===== src/rtl/core/bcd_date_time_zone_offset_macros.svh =====
// assertion macros for the bcd date/time zone offset block
// used by bcd_date_time_zone_offset.sv, which carries concurrent checks, needs clock and reset in scope
`ifndef BCD_DATE_TIME_ZONE_OFFSET_MACROS_SVH
`define BCD_DATE_TIME_ZONE_OFFSET_MACROS_SVH

// same-cycle implication
`define BDTZ_ASSERT_NOW(label, cond_a, cond_b) \
   label: assert property (@(posedge clock) disable iff (reset) (cond_a) |-> (cond_b)) \
      else $error("bdtz check failed");

// next-cycle implication
`define BDTZ_ASSERT_NEXT(label, cond_a, cond_b) \
   label: assert property (@(posedge clock) disable iff (reset) (cond_a) |=> (cond_b)) \
      else $error("bdtz check failed");

`endif


===== src/rtl/core/bdtz_pkg.sv =====
// shared types, constants and bcd helper functions for the zone offset block
// no dependencies
`default_nettype none

package bdtz_pkg;

   typedef struct packed {
      logic [7:0] year_bcd;
      logic [7:0] month_bcd;
      logic [7:0] day_bcd;
      logic [7:0] hour_bcd;
      logic [7:0] minute_bcd;
      logic [7:0] second_bcd;
   } req_type;

   typedef struct packed {
      logic [7:0] local_year_bcd;
      logic [4:0] local_month_bcd;
      logic [5:0] local_day_bcd;
      logic [5:0] local_hour_bcd;
      logic [6:0] local_minute_bcd;
      logic [6:0] local_second_bcd;
      logic       bad_digit;
   } rsp_type;

   // decoded zone offset
   typedef struct packed {
      logic       neg;
      logic       half;
      logic [3:0] hours;
   } zone_type;

   localparam logic signed [7:0] OFFSET_LIMIT   = 8'sd120;
   localparam logic [6:0]        HOURS_PER_DAY  = 7'd24;
   localparam logic [6:0]        LAST_HOUR      = 7'd23;
   localparam logic [6:0]        LAST_MINUTE    = 7'd59;
   localparam logic [6:0]        HALF_HOUR      = 7'd30;
   localparam logic [6:0]        MAX_DAY        = 7'd31;
   localparam logic [6:0]        DEC_ROLL_DAY   = 7'd32;
   localparam logic [6:0]        YEAR_MAX       = 7'd99;
   localparam logic [4:0]        DAYS_LONG      = 5'd31;
   localparam logic [4:0]        DAYS_SHORT     = 5'd30;
   localparam logic [4:0]        DAYS_FEB_LEAP  = 5'd29;
   localparam logic [4:0]        DAYS_FEB       = 5'd28;
   localparam logic [3:0]        DIGIT_MAX      = 4'd9;

   localparam logic [6:0] MONTH_JAN = 7'd1;
   localparam logic [6:0] MONTH_FEB = 7'd2;
   localparam logic [6:0] MONTH_APR = 7'd4;
   localparam logic [6:0] MONTH_JUN = 7'd6;
   localparam logic [6:0] MONTH_SEP = 7'd9;
   localparam logic [6:0] MONTH_NOV = 7'd11;
   localparam logic [6:0] MONTH_DEC = 7'd12;

   // floor(v / 10) by reciprocal, exact for all 7-bit values
   function automatic logic [3:0] div10(input logic [6:0] v);
      logic [14:0] p;
      p = {8'd0, v} * 15'd205;
      return p[14:11];
   endfunction

   function automatic logic [6:0] bcd_to_bin(input logic [7:0] b);
      logic [6:0] hi;
      logic [6:0] lo;
      hi = {3'd0, b[7:4]};
      lo = {3'd0, b[3:0]};
      return (hi << 3) + (hi << 1) + lo;
   endfunction

   function automatic logic [7:0] bin_to_bcd(input logic [6:0] v);
      logic [3:0] tens;
      logic [6:0] ones;
      tens = div10(v);
      ones = v - ((({3'd0, tens}) << 3) + (({3'd0, tens}) << 1));
      return {tens, ones[3:0]};
   endfunction

   function automatic logic digit_bad(input logic [7:0] b);
      return (b[7:4] > DIGIT_MAX) || (b[3:0] > DIGIT_MAX);
   endfunction

   function automatic logic [4:0] month_len(input logic [6:0] mo, input logic leap);
      logic [4:0] len;
      priority if (mo == MONTH_APR || mo == MONTH_JUN || mo == MONTH_SEP ||
                   mo == MONTH_NOV) begin
         len = DAYS_SHORT;
      end else if (mo == MONTH_FEB) begin
         len = leap ? DAYS_FEB_LEAP : DAYS_FEB;
      end else begin
         len = DAYS_LONG;
      end
      return len;
   endfunction

endpackage

`default_nettype wire


===== src/rtl/core/bcd_date_time_zone_offset.sv =====
// Converts a packed-BCD UTC timestamp to local time using a zone offset register written
// through csr_wr_en / csr_wr_data (signed tenths of an hour, saturated to +-12.0 h). Each
// item passes an input register, one combinational conversion and a result register that
// drives rsp_valid, and one item is accepted every cycle while the result side keeps up;
// req_stall rises only when both registers are full and rsp_stall is high. Items with a
// BCD digit above 9 or a field out of calendar range pass through without the offset, cut
// to the output field widths; bad_digit marks the former. Write the offset only while idle.
`default_nettype none

`include "bcd_date_time_zone_offset_macros.svh"

module bcd_date_time_zone_offset (
   input  wire logic             clock,
   input  wire logic             reset,
   input  wire logic             csr_wr_en,
   input  wire logic [7:0]       csr_wr_data,
   input  wire logic             req_valid,
   output logic                  req_stall,
   input  wire bdtz_pkg::req_type req_data,
   output logic                  rsp_valid,
   input  wire logic             rsp_stall,
   output bdtz_pkg::rsp_type     rsp_data
);
   import bdtz_pkg::*;

   zone_type zone;
   logic     s1_valid_ff;
   logic     s1_valid_in;
   req_type  s1_data_ff;
   req_type  s1_data_in;
   logic     rsp_valid_ff;
   logic     rsp_valid_in;
   rsp_type  rsp_data_ff;
   rsp_type  rsp_data_in;
   rsp_type  conv;
   logic     s2_open;
   logic     s1_move;

   bdtz_zone u_zone (
      .clock       (clock),
      .reset       (reset),
      .csr_wr_en   (csr_wr_en),
      .csr_wr_data (csr_wr_data),
      .zone        (zone)
   );

   bdtz_convert u_convert (
      .d    (s1_data_ff),
      .zone (zone),
      .r    (conv)
   );

   always_comb begin
      s2_open   = !rsp_valid_ff || !rsp_stall;
      s1_move   = s1_valid_ff && s2_open;
      req_stall = s1_valid_ff && !s2_open;

      s1_valid_in = s1_valid_ff;
      s1_data_in  = s1_data_ff;
      if (!req_stall) begin
         s1_valid_in = req_valid;
         s1_data_in  = req_data;
      end

      rsp_valid_in = rsp_valid_ff;
      rsp_data_in  = rsp_data_ff;
      if (s2_open) begin
         rsp_valid_in = s1_valid_ff;
         rsp_data_in  = conv;
      end
   end

   always_ff @(posedge clock) begin
      if (reset) begin
         s1_valid_ff  <= 1'b0;
         rsp_valid_ff <= 1'b0;
      end else begin
         s1_valid_ff  <= s1_valid_in;
         rsp_valid_ff <= rsp_valid_in;
      end
   end

   always_ff @(posedge clock) begin
      s1_data_ff  <= s1_data_in;
      rsp_data_ff <= rsp_data_in;
   end

   assign rsp_valid = rsp_valid_ff;
   assign rsp_data  = rsp_data_ff;

   // back-pressure only with a held item in the input register
   `BDTZ_ASSERT_NOW(a_stall_needs_item, req_stall, s1_valid_ff)
   // an item leaving the input register shows up as a result
   `BDTZ_ASSERT_NEXT(a_move_to_result, s1_move, rsp_valid_ff)
   // a blocked item waits in place
   `BDTZ_ASSERT_NEXT(a_blocked_item_holds, s1_valid_ff && !s2_open,
                     s1_valid_ff && $stable(s1_data_ff))

endmodule

`default_nettype wire


===== src/rtl/core/bdtz_zone.sv =====
// zone offset register with saturation and split into sign, half hour and hours
// depends on bdtz_pkg
`default_nettype none

module bdtz_zone (
   input  wire logic             clock,
   input  wire logic             reset,
   input  wire logic             csr_wr_en,
   input  wire logic [7:0]       csr_wr_data,
   output bdtz_pkg::zone_type    zone
);
   import bdtz_pkg::*;

   logic signed [7:0] offset_ff;
   logic signed [7:0] offset_in;
   logic signed [7:0] sat;
   logic        [6:0] mag;
   logic        [3:0] whole;
   logic        [6:0] rem;

   always_comb begin
      offset_in = csr_wr_en ? $signed(csr_wr_data) : offset_ff;
   end

   always_ff @(posedge clock) begin
      if (reset) begin
         offset_ff <= '0;
      end else begin
         offset_ff <= offset_in;
      end
   end

   always_comb begin
      priority if (offset_ff > OFFSET_LIMIT) begin
         sat = OFFSET_LIMIT;
      end else if (offset_ff < -OFFSET_LIMIT) begin
         sat = -OFFSET_LIMIT;
      end else begin
         sat = offset_ff;
      end
      mag   = sat[7] ? 7'(-sat) : sat[6:0];
      whole = div10(mag);
      rem   = mag - ((({3'd0, whole}) << 3) + (({3'd0, whole}) << 1));
      zone.neg   = sat[7];
      zone.half  = (rem != 7'd0);
      zone.hours = whole;
   end

endmodule

`default_nettype wire


===== src/rtl/core/bdtz_convert.sv =====
// combinational utc to local conversion of one timestamp item
// depends on bdtz_pkg
`default_nettype none

module bdtz_convert (
   input  wire bdtz_pkg::req_type  d,
   input  wire bdtz_pkg::zone_type zone,
   output bdtz_pkg::rsp_type       r
);
   import bdtz_pkg::*;

   logic              bad;
   logic              in_range;
   logic        [6:0] yr;
   logic        [6:0] mo;
   logic        [6:0] dy;
   logic        [6:0] hr;
   logic        [6:0] mi;
   logic        [6:0] yr_o;
   logic        [6:0] mo_o;
   logic        [6:0] dy_o;
   logic        [6:0] mi_o;
   logic signed [6:0] hr_s;
   logic signed [6:0] hours_s;
   logic        [7:0] yr_b;
   logic        [7:0] mo_b;
   logic        [7:0] dy_b;
   logic        [7:0] hr_b;
   logic        [7:0] mi_b;

   always_comb begin
      bad = digit_bad(d.year_bcd) || digit_bad(d.month_bcd) || digit_bad(d.day_bcd) ||
            digit_bad(d.hour_bcd) || digit_bad(d.minute_bcd) || digit_bad(d.second_bcd);

      yr = bcd_to_bin(d.year_bcd);
      mo = bcd_to_bin(d.month_bcd);
      dy = bcd_to_bin(d.day_bcd);
      hr = bcd_to_bin(d.hour_bcd);
      mi = bcd_to_bin(d.minute_bcd);

      in_range = (mo >= MONTH_JAN) && (mo <= MONTH_DEC) && (dy >= 7'd1) && (dy <= MAX_DAY) &&
                 (hr <= LAST_HOUR) && (mi <= LAST_MINUTE);

      // half hour step on the minutes
      hr_s = $signed(hr);
      mi_o = mi;
      if (zone.half) begin
         if (!zone.neg) begin
            if (mi >= HALF_HOUR) begin
               mi_o = mi - HALF_HOUR;
               hr_s = hr_s + 7'sd1;
            end else begin
               mi_o = mi + HALF_HOUR;
            end
         end else begin
            if (mi < HALF_HOUR) begin
               mi_o = mi + HALF_HOUR;
               hr_s = hr_s - 7'sd1;
            end else begin
               mi_o = mi - HALF_HOUR;
            end
         end
      end

      hours_s = $signed({3'd0, zone.hours});
      hr_s    = zone.neg ? hr_s - hours_s : hr_s + hours_s;

      yr_o = yr;
      mo_o = mo;
      dy_o = dy;
      priority if (hr_s < 7'sd0) begin
         // borrow a day
         hr_s = hr_s + $signed(HOURS_PER_DAY);
         if (dy == 7'd1) begin
            if (mo == MONTH_JAN) begin
               mo_o = MONTH_DEC;
               yr_o = (yr == 7'd0) ? YEAR_MAX : yr - 7'd1;
            end else begin
               mo_o = mo - 7'd1;
            end
            dy_o = {2'd0, month_len(mo_o, yr_o[1:0] == 2'd0)};
         end else begin
            dy_o = dy - 7'd1;
         end
      end else if (hr_s > $signed(LAST_HOUR)) begin
         // carry a day, december rolls over only at day 32
         hr_s = hr_s - $signed(HOURS_PER_DAY);
         dy_o = dy + 7'd1;
         if (mo == MONTH_DEC) begin
            if (dy_o == DEC_ROLL_DAY) begin
               dy_o = 7'd1;
               mo_o = MONTH_JAN;
               yr_o = (yr == YEAR_MAX) ? 7'd0 : yr + 7'd1;
            end
         end else if (dy_o == {2'd0, month_len(mo, yr[1:0] == 2'd0)} + 7'd1) begin
            dy_o = 7'd1;
            mo_o = mo + 7'd1;
         end
      end else begin
         hr_s = hr_s;
      end

      yr_b = bin_to_bcd(yr_o);
      mo_b = bin_to_bcd(mo_o);
      dy_b = bin_to_bcd(dy_o);
      hr_b = bin_to_bcd(hr_s[6:0]);
      mi_b = bin_to_bcd(mi_o);

      if (bad || !in_range) begin
         r.local_year_bcd   = d.year_bcd;
         r.local_month_bcd  = d.month_bcd[4:0];
         r.local_day_bcd    = d.day_bcd[5:0];
         r.local_hour_bcd   = d.hour_bcd[5:0];
         r.local_minute_bcd = d.minute_bcd[6:0];
      end else begin
         r.local_year_bcd   = yr_b;
         r.local_month_bcd  = mo_b[4:0];
         r.local_day_bcd    = dy_b[5:0];
         r.local_hour_bcd   = hr_b[5:0];
         r.local_minute_bcd = mi_b[6:0];
      end
      r.local_second_bcd = d.second_bcd[6:0];
      r.bad_digit        = bad;
   end

endmodule

`default_nettype wire


===== config.mk =====
export PLATFORM = sky130hd
export DESIGN_NAME = bcd_date_time_zone_offset
export DESIGN_NICKNAME = d
export VERILOG_FILES = /design/src/rtl/core/bdtz_pkg.sv /design/src/rtl/core/bcd_date_time_zone_offset.sv /design/src/rtl/core/bdtz_zone.sv /design/src/rtl/core/bdtz_convert.sv
export VERILOG_INCLUDE_DIRS = /design/src /design/src/rtl/core
export SDC_FILE = /design/constraint.sdc
export NUM_CORES = 1
export LEC_CHECK = 0
export ABC_AREA = 1
export BUFFER_PORTS_ARGS = -buffer_cell sky130_fd_sc_hd__buf_4
export CORE_ASPECT_RATIO = 0.7
export CORE_MARGIN = 3
export CORE_UTILIZATION = 45
export DETAILED_ROUTE_END_ITERATION = 10
export PLACE_DENSITY = 0.74
export RECOVER_POWER = 100
export SYNTH_ARGS = -nofsm -noshare
export SYNTH_HDL_FRONTEND = slang
export SYNTH_SLANG_ARGS = --single-unit

===== constraint.sdc =====
create_clock -name clock -period 36.9 [get_ports clock]
set_clock_uncertainty 0.1 [all_clocks]
set_input_delay 5.535 -clock clock [delete_from_list [all_inputs] [get_ports clock]]
set_output_delay 5.535 -clock clock [all_outputs]
set_load 0.005 [all_outputs]

After elaboration in Yosys (flattened, before gate mapping):

Cells that the tools add are included.

* word-level logic and storage cells: 182
* register bits after elaboration: 98
* output and inout bits: 42
* input port bits: 61

* multiply operators: 6
* reduce and logical (&&, ||, !) cells: 33
* order comparisons: 24
* muxes and demuxes: 49
* $add $sub $neg: 38
* eq/ne operators: 16

Operator list (number)
* $mux W7: 37
* $mul A7 B8 Y14 const B: 4
* $add A7 B5 Y7: 7
* $gt A4 B4 Y1 const B: 12
* $add A7 B4 Y7: 5
* $eq A7 B4 Y1 const B: 5
* $mux W5: 7
* $mux W32: 1
* $mul A7 B8 Y15 const B: 2
* $eq A7 B3 Y1 const B: 4
* $add A7 B1 Y7 const B: 3
* $sub A7 B1 Y7 const B: 3
* $add A4 B4 Y4: 5
* $sub A4 B4 Y4: 5
* $logic_or A1 B1 Y1: 19
* $mux W8: 2
* $eq A7 B1 Y1 const B: 2
* $eq A7 B2 Y1 const B: 2
* $ge A7 B1 Y1 const B: 2
* $le A7 B5 Y1 const B: 2
* $gt A8 B8 Y1 const B: 1
* $lt A8 B8 Y1 const B: 1
* $add A7 B2 Y7 const B: 1
* $add A7 B5 Y7 const B: 1
* other kinds (23): 33

Longest topological paths before layout:

Gate-level depths: netlist of run 1.

* depth in word-level cells: 25
* gate-level depth with buffers: 92
* mapped depth without buffers: 91

By module:

From an unflattened synthesis of run 1, not the netlist that was laid out.

* cells, all modules: 1752
* area total of the unflattened synthesis: 14000.9 µm²

By module, submodules not included
* bdtz_convert: instances 1, area an instance 9412.8 µm², sequential area each 0.0 µm², cells an instance 1398
* bcd_date_time_zone_offset: instances 1, area an instance 2721.4 µm², sequential area each 2682.6 µm², cells an instance 97
* bdtz_zone: instances 1, area an instance 1866.8 µm², sequential area each 160.2 µm², cells an instance 257

Worst setup path before layout of run 1:

OpenSTA, ideal clock, no wires.

* path type: register to register
* start: reg u_zone.offset_ff[5]
* end: reg rsp_data_ff (netlist bit rsp_data[30]) (data pin)
* setup slack: 23000 ps
* data arrival time: 13551 ps
* buffers on the path: 2
* required time: 36551 ps
* period minus slack after synthesis: 13900 ps
* setup time: 249 ps
* stages on the path, launching flop included: 86
* cell sequence: dfxtp_1 -> o41ai_1 -> ha_1 -> inv_1 -> nand3_4 -> ha_1 -> nand2_1 -> nand2_1 -> xor2_1 -> inv_1 -> ha_1 -> ha_1 -> fa_1 -> inv_1 -> fa_1 -> inv_1 -> ha_1 -> nand2_1 -> [... 50 more ...] -> nor2_1 -> nand3_2 -> o21bai_2 -> nand3_1 -> nand3_1 -> xnor2_1 -> inv_1 -> ha_1 -> xnor2_1 -> xnor2_1 -> xor2_1 -> nand3b_1 -> nand2_1 -> inv_1 -> nand2_1 -> nand3_1 -> nand2_1 -> inv_1

RTL lines
* start, declared: line bdtz_zone.sv:14 `logic signed [7:0] offset_ff;`
* start signal, assigned: line bdtz_zone.sv:29 `offset_ff <= offset_in;`
* end signal, assigned: line bcd_date_time_zone_offset.sv:85 `rsp_data_ff <= rsp_data_in;`
* end, declared: line bcd_date_time_zone_offset.sv:33 `rsp_type rsp_data_ff;`

==> flow_summary.ini, run 1 <==
[outcome]
status = finished with violations
violations = max-capacitance violations, max-slew violations

[synthesis]
syn-cell-area_um2 = 13790
yosysUniqueCellTypes = 67
ys_ff_latch = 98
synth_ff_type = edfxtp_1
synth_area_leaders = ha_1 24%, edfxtp_1 19%, inv_1 9.0%
synth_nets = 2096
synth_warnings = 0
synth_common_cells = 332 x inv_1, 281 x nand2_1, 268 x ha_1
ys_async_sr_fraction_pct = 0
synth_top_area_cell = ha_1
yosysMostFrequentCell = inv_1
synth_top_area_share_pct = 24.32
ys_seq_area_share_pct = 20.62
synth_edf_count = 88
synthCells = 1707
syn_area_per_cell_um2 = 8.077

[setup_path]
worstPathRequired_ps = 36870
end_kind = register
cp-startpoint = u_zone.offset_ff[5]
rr_endpoint = rsp_data[18]
cp_max_fo = 29
crit_arrival_ps = 16930
timing.critical_path.buf_inv = 14
startpoint_type = register
slowest_stage = nand2_1
critPathTopFamily = adder cells
crit_top_cell = inv_1
ff2ff_setup_slack_ps = 19950
rr_worst_depth = 75
rr_startpoint = u_zone.offset_ff[5]
worstSetupPathType = reg -> reg
slowest_delay_ps = 950

[drt]
drc = 0
drt_pass1_iterations = 5
viasPerCell = 5.327
drt_wl_total_mm = 35.45
drtIter0Drc = 1009
vias = 11790
ant_nets = 0
wl_per_cell_um = 16.01

[finish]
drive_above_1_share_pct = 9.342
multi_input_area_um2 = 9457
fillers = 2834
regArea_um2 = 2843
layout.nets = 2193
syn2layout_area_growth_pct = 9.747
n_antenna_cell = 0
design_area_um2 = 15130

[clock_tree]
cts_tree = built
clk_pin_slew_ps = 80
clock_path_buffers = 2
cts_setup_buffers = 0
clkLatencyLatePin_ps = 380
cts_sinks = 98
root_buffer = clkbuf_16
h-tree-depth = 3
ctsHoldBuffers = 0
cts_resized = 0
cts_buffers = 9

[place]
port-buffer-count = 102
gp_congestion = 0.9640
hpwl_mm = 29.55
placed_area_um2 = 14980
pre_cts_slack_ps = 21570

[worst_hold_path]
hp-class = reg -> reg
hold_end = rsp_data[5]
holdPathStages = 0
hold_start = s1_data_ff[4]

[floorplanning]
num_io_pins = 103
initial_core_util_pct = 46.67
num_rows = 52
die_h_um = 152.4
fp.coreArea_um2 = 29540
die_w_um = 215.2
die_area_um2 = 32810

[timing]
finalSetupViolations = 0
hold_viol_final = 0
layout_min_cycle_time_ps = 16950
post-route-period-util_pct = 45.95
slew_viol_final = 80
max_freq_mhz = 58.98
tightest_slew_ps = 2822
rsz0062_at_grt = no
max_slew_margin_pct = -88.12
setup_tns_ps = 0
hold_ws_ps = 320.7
fin_ws_ps = 19950

[global_routing]
grt_antenna_before_repair = 0
overflow = 0
grt_max_degree = 43
grt_pass1_vias = 11490
grt_pass1_wl_mm = 58.39
grt_use_total_pct = 21.78

[run]
cap_violations = 2
==> worst register-to-register path, delay by kind of cell (launching register included) <==
kind / cells / cell delay, ps
and+or+nand+nor: 24 / 4060
xor gates and xnor gates: 9 / 2190
buffers and inverters: 14 / 1150
AOI/OAI and AO/OA: 11 / 2520
adders and majority gates: 17 / 6270
DFF: 1 / 360
==> logic make-up after synthesis <==
group	count (synthesis)	synth area share (%)
simple gates	580	19.55
flops	98	20.62
buf+inv	373	10.48
fa+ha+maj	328	33.03
compound gates	241	10.68
xor+xnor	87	5.636
==> per-layer routing <==
layer	track usage, %	vias to the layer above	routed length [um]
met1	33.03	5479	17540
met3	5.003	26	3081
met5	0	-	0
met4	3.208	0	325
li1	-	5859	-
met2	32.14	429	14490
==> worst max-delay path by stage <==
stage,end,depth (start not counted)
4_1_cts,rsp_data[18],72
3_3_place_gp,rsp_data[18],73
3_5_place_dp,rsp_data[18],72
2_1_floorplan,rsp_data[30],85
5_1_grt,rsp_data[30],85
6_report,rsp_data[18],75
==> final cells by class <==
class,count,share of cell area [%]
multi-input cells,1236,62.50
flip-flops and latches,98,18.79
well taps,405,3.349
clock inverters,7,0.3969
repair buffers,107,4.713
clock buffers,9,1.488
inverters,352,8.765
==> state kept, by name, summed over array words and instances (netlist names) <==
name	count
rsp_data	40
rsp_valid	1
s1_data_ff	48
s1_valid_ff	1
u_zone.offset_ff	8
==> cells in the final DEF, fill, tap and decap left out, drive strengths merged, types with 5 or more instances in the layout <==
| master | count |
|---|---|
| nand4 | 24 |
| nand3 | 96 |
| nor3 | 19 |
| nand3b | 9 |
| or2 | 14 |
| inv | 349 |
| nor2 | 100 |
| a31oi | 9 |
| a21oi | 55 |
| xor2 | 62 |
| buf | 13 |
| o211ai | 12 |
| dfxtp | 10 |
| o22ai | 8 |
| o221ai | 5 |
| clkbuf | 103 |
| nor4 | 10 |
| nand2 | 302 |
| fa | 60 |
| ha | 268 |
| clkinv | 9 |
| xnor2 | 25 |
| o21ai | 104 |
| o21a | 5 |
| o21bai | 7 |
| edfxtp | 88 |
| a211oi | 10 |
==> stage by stage <==
step	std cells	utilization [%]
after floorplan	1707	-
after global placement	2198	50.72
after detailed placement	2198	50.72
after CTS	2214	51.68
after global routing	2214	51.22
final	2214	51.22
Power of run 1 is left out: the tool's default activity adds up to more than one toggle a clock period on the data nets, which glitch-free logic cannot reach.
==> run 2, diff against run 1 <==
Settings changed: PLACE_DENSITY 0.74 to 0.76.
Clock period 36.9 ns to 15 ns, I/O delays scaled along.
==> run 2 against run 1 <==
Against the previous run:
- the run still ends with max-capacitance violations, max-slew violations left
- non-clock buffer count up 24
- global-route usage down 0.22 points
- critical path depth up 2
- first-iteration DRC count up 3.1%
- setup slack worse by 19000 ps
==> flow_summary.ini, run 2 (same netlist as run 1, synthesis figures left out) <==
[global_routing]
grt_max_degree = 43
grt_use_total_pct = 21.56
grt_pass1_vias = 11580
grt_antenna_before_repair = 0
grt_pass1_wl_mm = 57.69
overflow = 0

[floorplanning]
die_w_um = 215.2
num_io_pins = 103
fp.coreArea_um2 = 29540
initial_core_util_pct = 46.67
num_rows = 52
die_area_um2 = 32810
die_h_um = 152.4

[place]
hpwl_mm = 29.51
placed_area_um2 = 15030
gp_congestion = 0.9797
port-buffer-count = 102

[clock_tree]
root_buffer = clkbuf_16
clock_path_buffers = 2
cts_buffers = 9
ctsHoldBuffers = 0
cts_sinks = 98
cts_tree = built
clk_pin_slew_ps = 70
clkLatencyLatePin_ps = 390
h-tree-depth = 3

[drt]
drt_pass1_iterations = 6
vias = 11940
wl_per_cell_um = 15.90
drc = 0
viasPerCell = 5.338
ant_nets = 0
drt_wl_total_mm = 35.56
drtIter0Drc = 1040

[setup_path]
rr_endpoint = rsp_data[18]
slowest_stage = fa_1
endpoint = rsp_data[18]
rr_startpoint = u_zone.offset_ff[5]
worstSetupPathType = reg -> reg
rr_worst_depth = 77
slowest_delay_ps = 530
cp-startpoint = u_zone.offset_ff[5]
cp_max_fo = 11
crit_arrival_ps = 14140
ff2ff_setup_slack_ps = 860
worstPathRequired_ps = 15000
crit_top_cell = inv_1
end_kind = register
startpoint_type = register

[outcome]
status = finished with violations
violations = max-capacitance violations, max-slew violations

[timing]
finalSetupViolations = 0
tightest_slew_ps = 2796
hold_viol_final = 0
post-route-period-util_pct = 94.27
max_slew_margin_pct = -86.39
max_freq_mhz = 70.72
layout_min_cycle_time_ps = 14140
slew_viol_final = 76
setup_tns_ps = 0

[run]
cap_violations = 2

[finish]
most-common-layout-cells = 331 x inv_1, 279 x nand2_1, 266 x ha_1
regMostFlops = s1_data_ff
n_antenna_cell = 0
drive_above_1_share_pct = 12.12
regArea_um2 = 2843
syn2layout_area_growth_pct = 12.29
design_area_um2 = 15480
multi_input_area_um2 = 9605
fillers = 2734
largest_reg_flops = 48
layout_commonest_cell = inv_1
layout.nets = 2217

[worst_hold_path]
hp-class = reg -> reg
[run 2: cell count changes in the layout (fill, tap and decap cells not counted), moves of 5 or more]
cell,previous run,this run
buf_4,13,37
nand2_1,284,279
o21ai_0,94,88
o21ai_1,8,13
[run 2: routing by layer]
layer / wire length, um / up-vias / part of all wire (%) / track usage, %
li1: - / 5908 / - / -
met1: 17230 / 5509 / 48 / 31.48
met2: 14510 / 486 / 41 / 31.64
met3: 3268 / 39 / 9.2 / 6.458
met4: 549 / 0 / 1.5 / 4.182
met5: 0 / - / 0 / 0
[run 2: metrics by stage]
stage | setup WS, ps | hold WS (ps) | cells | util, %
6_report | 859.6 | 332.3 | 2237 | 52.41
3_3_place_gp | 345.6 | 304.6 | 2205 | 50.89
3_5_place_dp | 59.02 | 308.1 | 2205 | 50.89
2_1_floorplan | 1100 | 300.3 | 1707 | -
4_1_cts | 164.2 | 333.9 | 2220 | 51.93
5_1_grt | -41.93 | 346.8 | 2237 | 52.41
[run 2: area by class of cell]
class	instances	share of cell area, %
Clock buffer	9	1.455
Clock inverter	6	0.4768
Inverter	352	8.567
Multi-Input combinational cell	1236	62.05
Sequential cell	98	18.36
Tap cell	405	3.273
Timing Repair Buffer	131	5.819
[run 2: worst min path at each step]
stage / startpoint / cells after the start / endpoint / slack, ps
3_3_place_gp: s1_data_ff[4] / 0 / rsp_data[5] / 300
3_5_place_dp: s1_data_ff[4] / 0 / rsp_data[5] / 310
6_report: s1_data_ff[4] / 0 / rsp_data[5] / 330
4_1_cts: s1_data_ff[4] / 0 / rsp_data[5] / 330
5_1_grt: s1_data_ff[4] / 0 / rsp_data[5] / 350
2_1_floorplan: s1_data_ff[0] / 0 / rsp_data[1] / 300
[run 2: critical path: cells and delay by family (launching register included)]
family	cells	cell delay [ps]
adder cells (fa/ha/maj)	18	5870
flip-flops	1	360
XOR/XNOR	9	1690
AND/OR/NAND/NOR	22	2460
buffers and inverters	16	1220
AO/OA/AOI/OAI	12	2120
[run 2: timing repair]
item                       in CTS  in global routing
pin swaps                       0                 11
buffers inserted                0                 17
setup endpoints to repair       1                 15
gates resized for setup         1                 24
Power of run 2 is left out for the same reason.
==> run 3, diff against run 2 <==
--- a/config.mk
+++ b/config.mk
@@ -8,3 +8,2 @@
 export LEC_CHECK = 0
-export ABC_AREA = 1
 export BUFFER_PORTS_ARGS = -buffer_cell sky130_fd_sc_hd__buf_4
==> constraint.sdc (replaced) <==
create_clock -name clock -period 15 [get_ports clock]
set_clock_uncertainty 0.1 [all_clocks]
set_input_delay 1.5 -clock clock [delete_from_list [all_inputs] [get_ports clock]]
set_output_delay 1.5 -clock clock [all_outputs]
set_load 0.005 [all_outputs]
==> run 3 against run 2 <==
Against the previous run:
- the run still ends with max-capacitance violations, max-slew violations left
- utilization up 3.0 points
- register-to-register slack got worse by 580 ps
- via count fell by 5.6%
- cell area grew 3.8%
- maximum frequency shrank 4.0%
- wire length is 1.9% higher
- sequential share of layout area shrank 0.67 points
- non-clock buffer count increased by 69
- critical path type unchanged
- largest cell class unchanged
- highest routed layer unchanged
==> flow_summary.ini, run 3 <==
[outcome]
status = finished with violations
violations = max-capacitance violations, max-slew violations

[timing]
finalSetupViolations = 0
hold_viol_final = 0
post-route-period-util_pct = 98.17
setup_tns_ps = 0
slew_viol_final = 91
max_freq_mhz = 67.91
tightest_slew_ps = 2986
max_slew_margin_pct = -99.07
layout_min_cycle_time_ps = 14730

[floorplanning]
initial_core_util_pct = 45.91
die_h_um = 150.0
num_rows = 52
fp.coreArea_um2 = 29020
num_io_pins = 103
die_w_um = 211.7
die_area_um2 = 31740

[clock_tree]
clkLatencyLatePin_ps = 380
clock_path_buffers = 2
cts_tree = built
h-tree-depth = 3
cts_buffers = 9
clk_pin_slew_ps = 80
root_buffer = clkbuf_16
cts_sinks = 98
ctsHoldBuffers = 0

[finish]
drive_above_1_share_pct = 21.26
layout_commonest_cell = ha_1
largest_reg_flops = 48
most-common-layout-cells = 244 x ha_1, 180 x inv_1, 98 x buf_4
layout.nets = 1997
fillers = 2506
design_area_um2 = 16070
regArea_um2 = 2844
n_antenna_cell = 0
multi_input_area_um2 = 10330
regMostFlops = s1_data_ff
syn2layout_area_growth_pct = 20.63

[setup_path]
end_kind = register
rr_worst_depth = 73
ff2ff_setup_slack_ps = 270
rr_endpoint = rsp_data[35]
rr_startpoint = u_zone.offset_ff[4]
worstPathRequired_ps = 15030
endpoint = rsp_data[35]
crit_cells = 73
slowest_delay_ps = 570
startpoint_type = register
worstSetupPathType = reg -> reg
cp-startpoint = u_zone.offset_ff[4]
timing.critical_path.buf_inv = 12
crit_arrival_ps = 14750
cp_max_fo = 7
crit_top_cell = inv_1
critPathTopFamily = adder cells
slowest_stage = fa_1

[synthesis]
yosysMostFrequentCell = ha_1
ys_seq_area_share_pct = 21.34
synth_top_area_cell = ha_1
synth_ff_type = edfxtp_1
synth_mux_area_share_pct = 2.883
synth_edf_count = 88
syn_area_per_cell_um2 = 9.284
synthCells = 1435
synth_warnings = 0
synth-simple-area-share_pct = 14.08
synth_top_family_by_area = adder cells
synth_common_cells = 268 x ha_1, 186 x inv_1, 96 x nor2_1
synth_top_area_share_pct = 25.17
synth_compound_area_share_pct = 13.20
synth-adder-area-share_pct = 34.26
synth_area_leaders = ha_1 25%, edfxtp_1 20%, fa_1 9.0%
syn-cell-area_um2 = 13320
ys_async_sr_fraction_pct = 0
ys_ff_latch = 98
synthXorXnorAreaFrac_pct = 7.757
yosysUniqueCellTypes = 94
synth_nets = 1824

[drt]
ant_nets = 0
viasPerCell = 5.665
top_layer = met4
wl_met2_mm = 15.67
drt_wl_total_mm = 36.22
wl_per_cell_um = 18.19
drt_pass1_iterations = 5
wl_met3_mm = 2.916
m1WireLength_mm = 16.87
drc = 0
drtIter0Drc = 737
vias = 11280

[global_routing]
grt_antenna_before_repair = 1
grt_pass1_vias = 10820
grt_max_degree = 50
grt_use_total_pct = 21.92
grt_pass1_wl_mm = 55.70
overflow = 0

[place]
port-buffer-count = 102
gp_congestion = 0.9598
hpwl_mm = 27.96
placed_area_um2 = 14930

[run]
cap_violations = 2

[worst_hold_path]
hold_start = s1_data_ff[0]
hp-class = reg -> reg
holdPathStages = 0
==> run 3: cell type report <==
class / count / area share, %
multi-input cells: 1112 / 64.25
flip-flops and latches: 98 / 17.70
repair buffers: 200 / 8.836
inverters: 187 / 4.367
well taps: 378 / 2.943
clock buffers: 9 / 1.401
clock inverters: 7 / 0.5060
==> run 3: worst min-delay path by stage <==
stage,endpoint,slack [ps]
finish,rsp_data[1],330
global route,rsp_data[1],360
floorplan,rsp_data[1],300
CTS,rsp_data[1],340
detailed placement,rsp_data[1],310
global placement,rsp_data[5],310
==> run 3: routing by layer <==
layer	up-vias	GRT usage [%]
met5	-	0
met4	0	4.751
met3	63	5.239
li1	5434	-
met1	5333	31.72
met2	449	33.30
==> run 3: worst reg2reg max path, delay by kind of cell (launching register included) <==
kind / cells / cell delay [ps]
compound gates: 20 / 3530
buf+inv: 12 / 910
mux: 1 / 300
simple gates: 16 / 2420
fa+ha+maj: 17 / 5650
flops: 1 / 340
xor+xnor: 7 / 1250
==> run 3: cells by family (layout without fill, tap and decap cells) <==
group | after synthesis | after routing
AOI/OAI and AO/OA | 266 | 266
xor gates and xnor gates | 110 | 110
adders and majority gates | 329 | 329
buffers and inverters | 225 | 403
DFF | 98 | 98
muxes | 36 | 36
and+or+nand+nor | 371 | 371
==> run 3: what timing repair did <==
item	CTS	global route
gates cloned	1	0
gates resized for setup	10	105
endpoints found under the setup margin	5	17
buffers inserted	11	32
pin swaps	10	81
hold endpoints to repair	0	0
==> run 3: stage by stage <==
step / utilization, % / hold slack (ps) / setup slack (ps) / std cells
after CTS: 52.99 / 335.8 / 5.377 / 1959
final: 55.39 / 331.9 / 274.9 / 1991
after global routing: 55.39 / 364.8 / -319.1 / 1991
after global placement: 51.45 / 311.2 / 75.43 / 1931
after floorplan: - / 300.3 / 3.480 / 1435
after detailed placement: 51.45 / 307.7 / -318.3 / 1931
Power of run 3 is left out for the same reason.
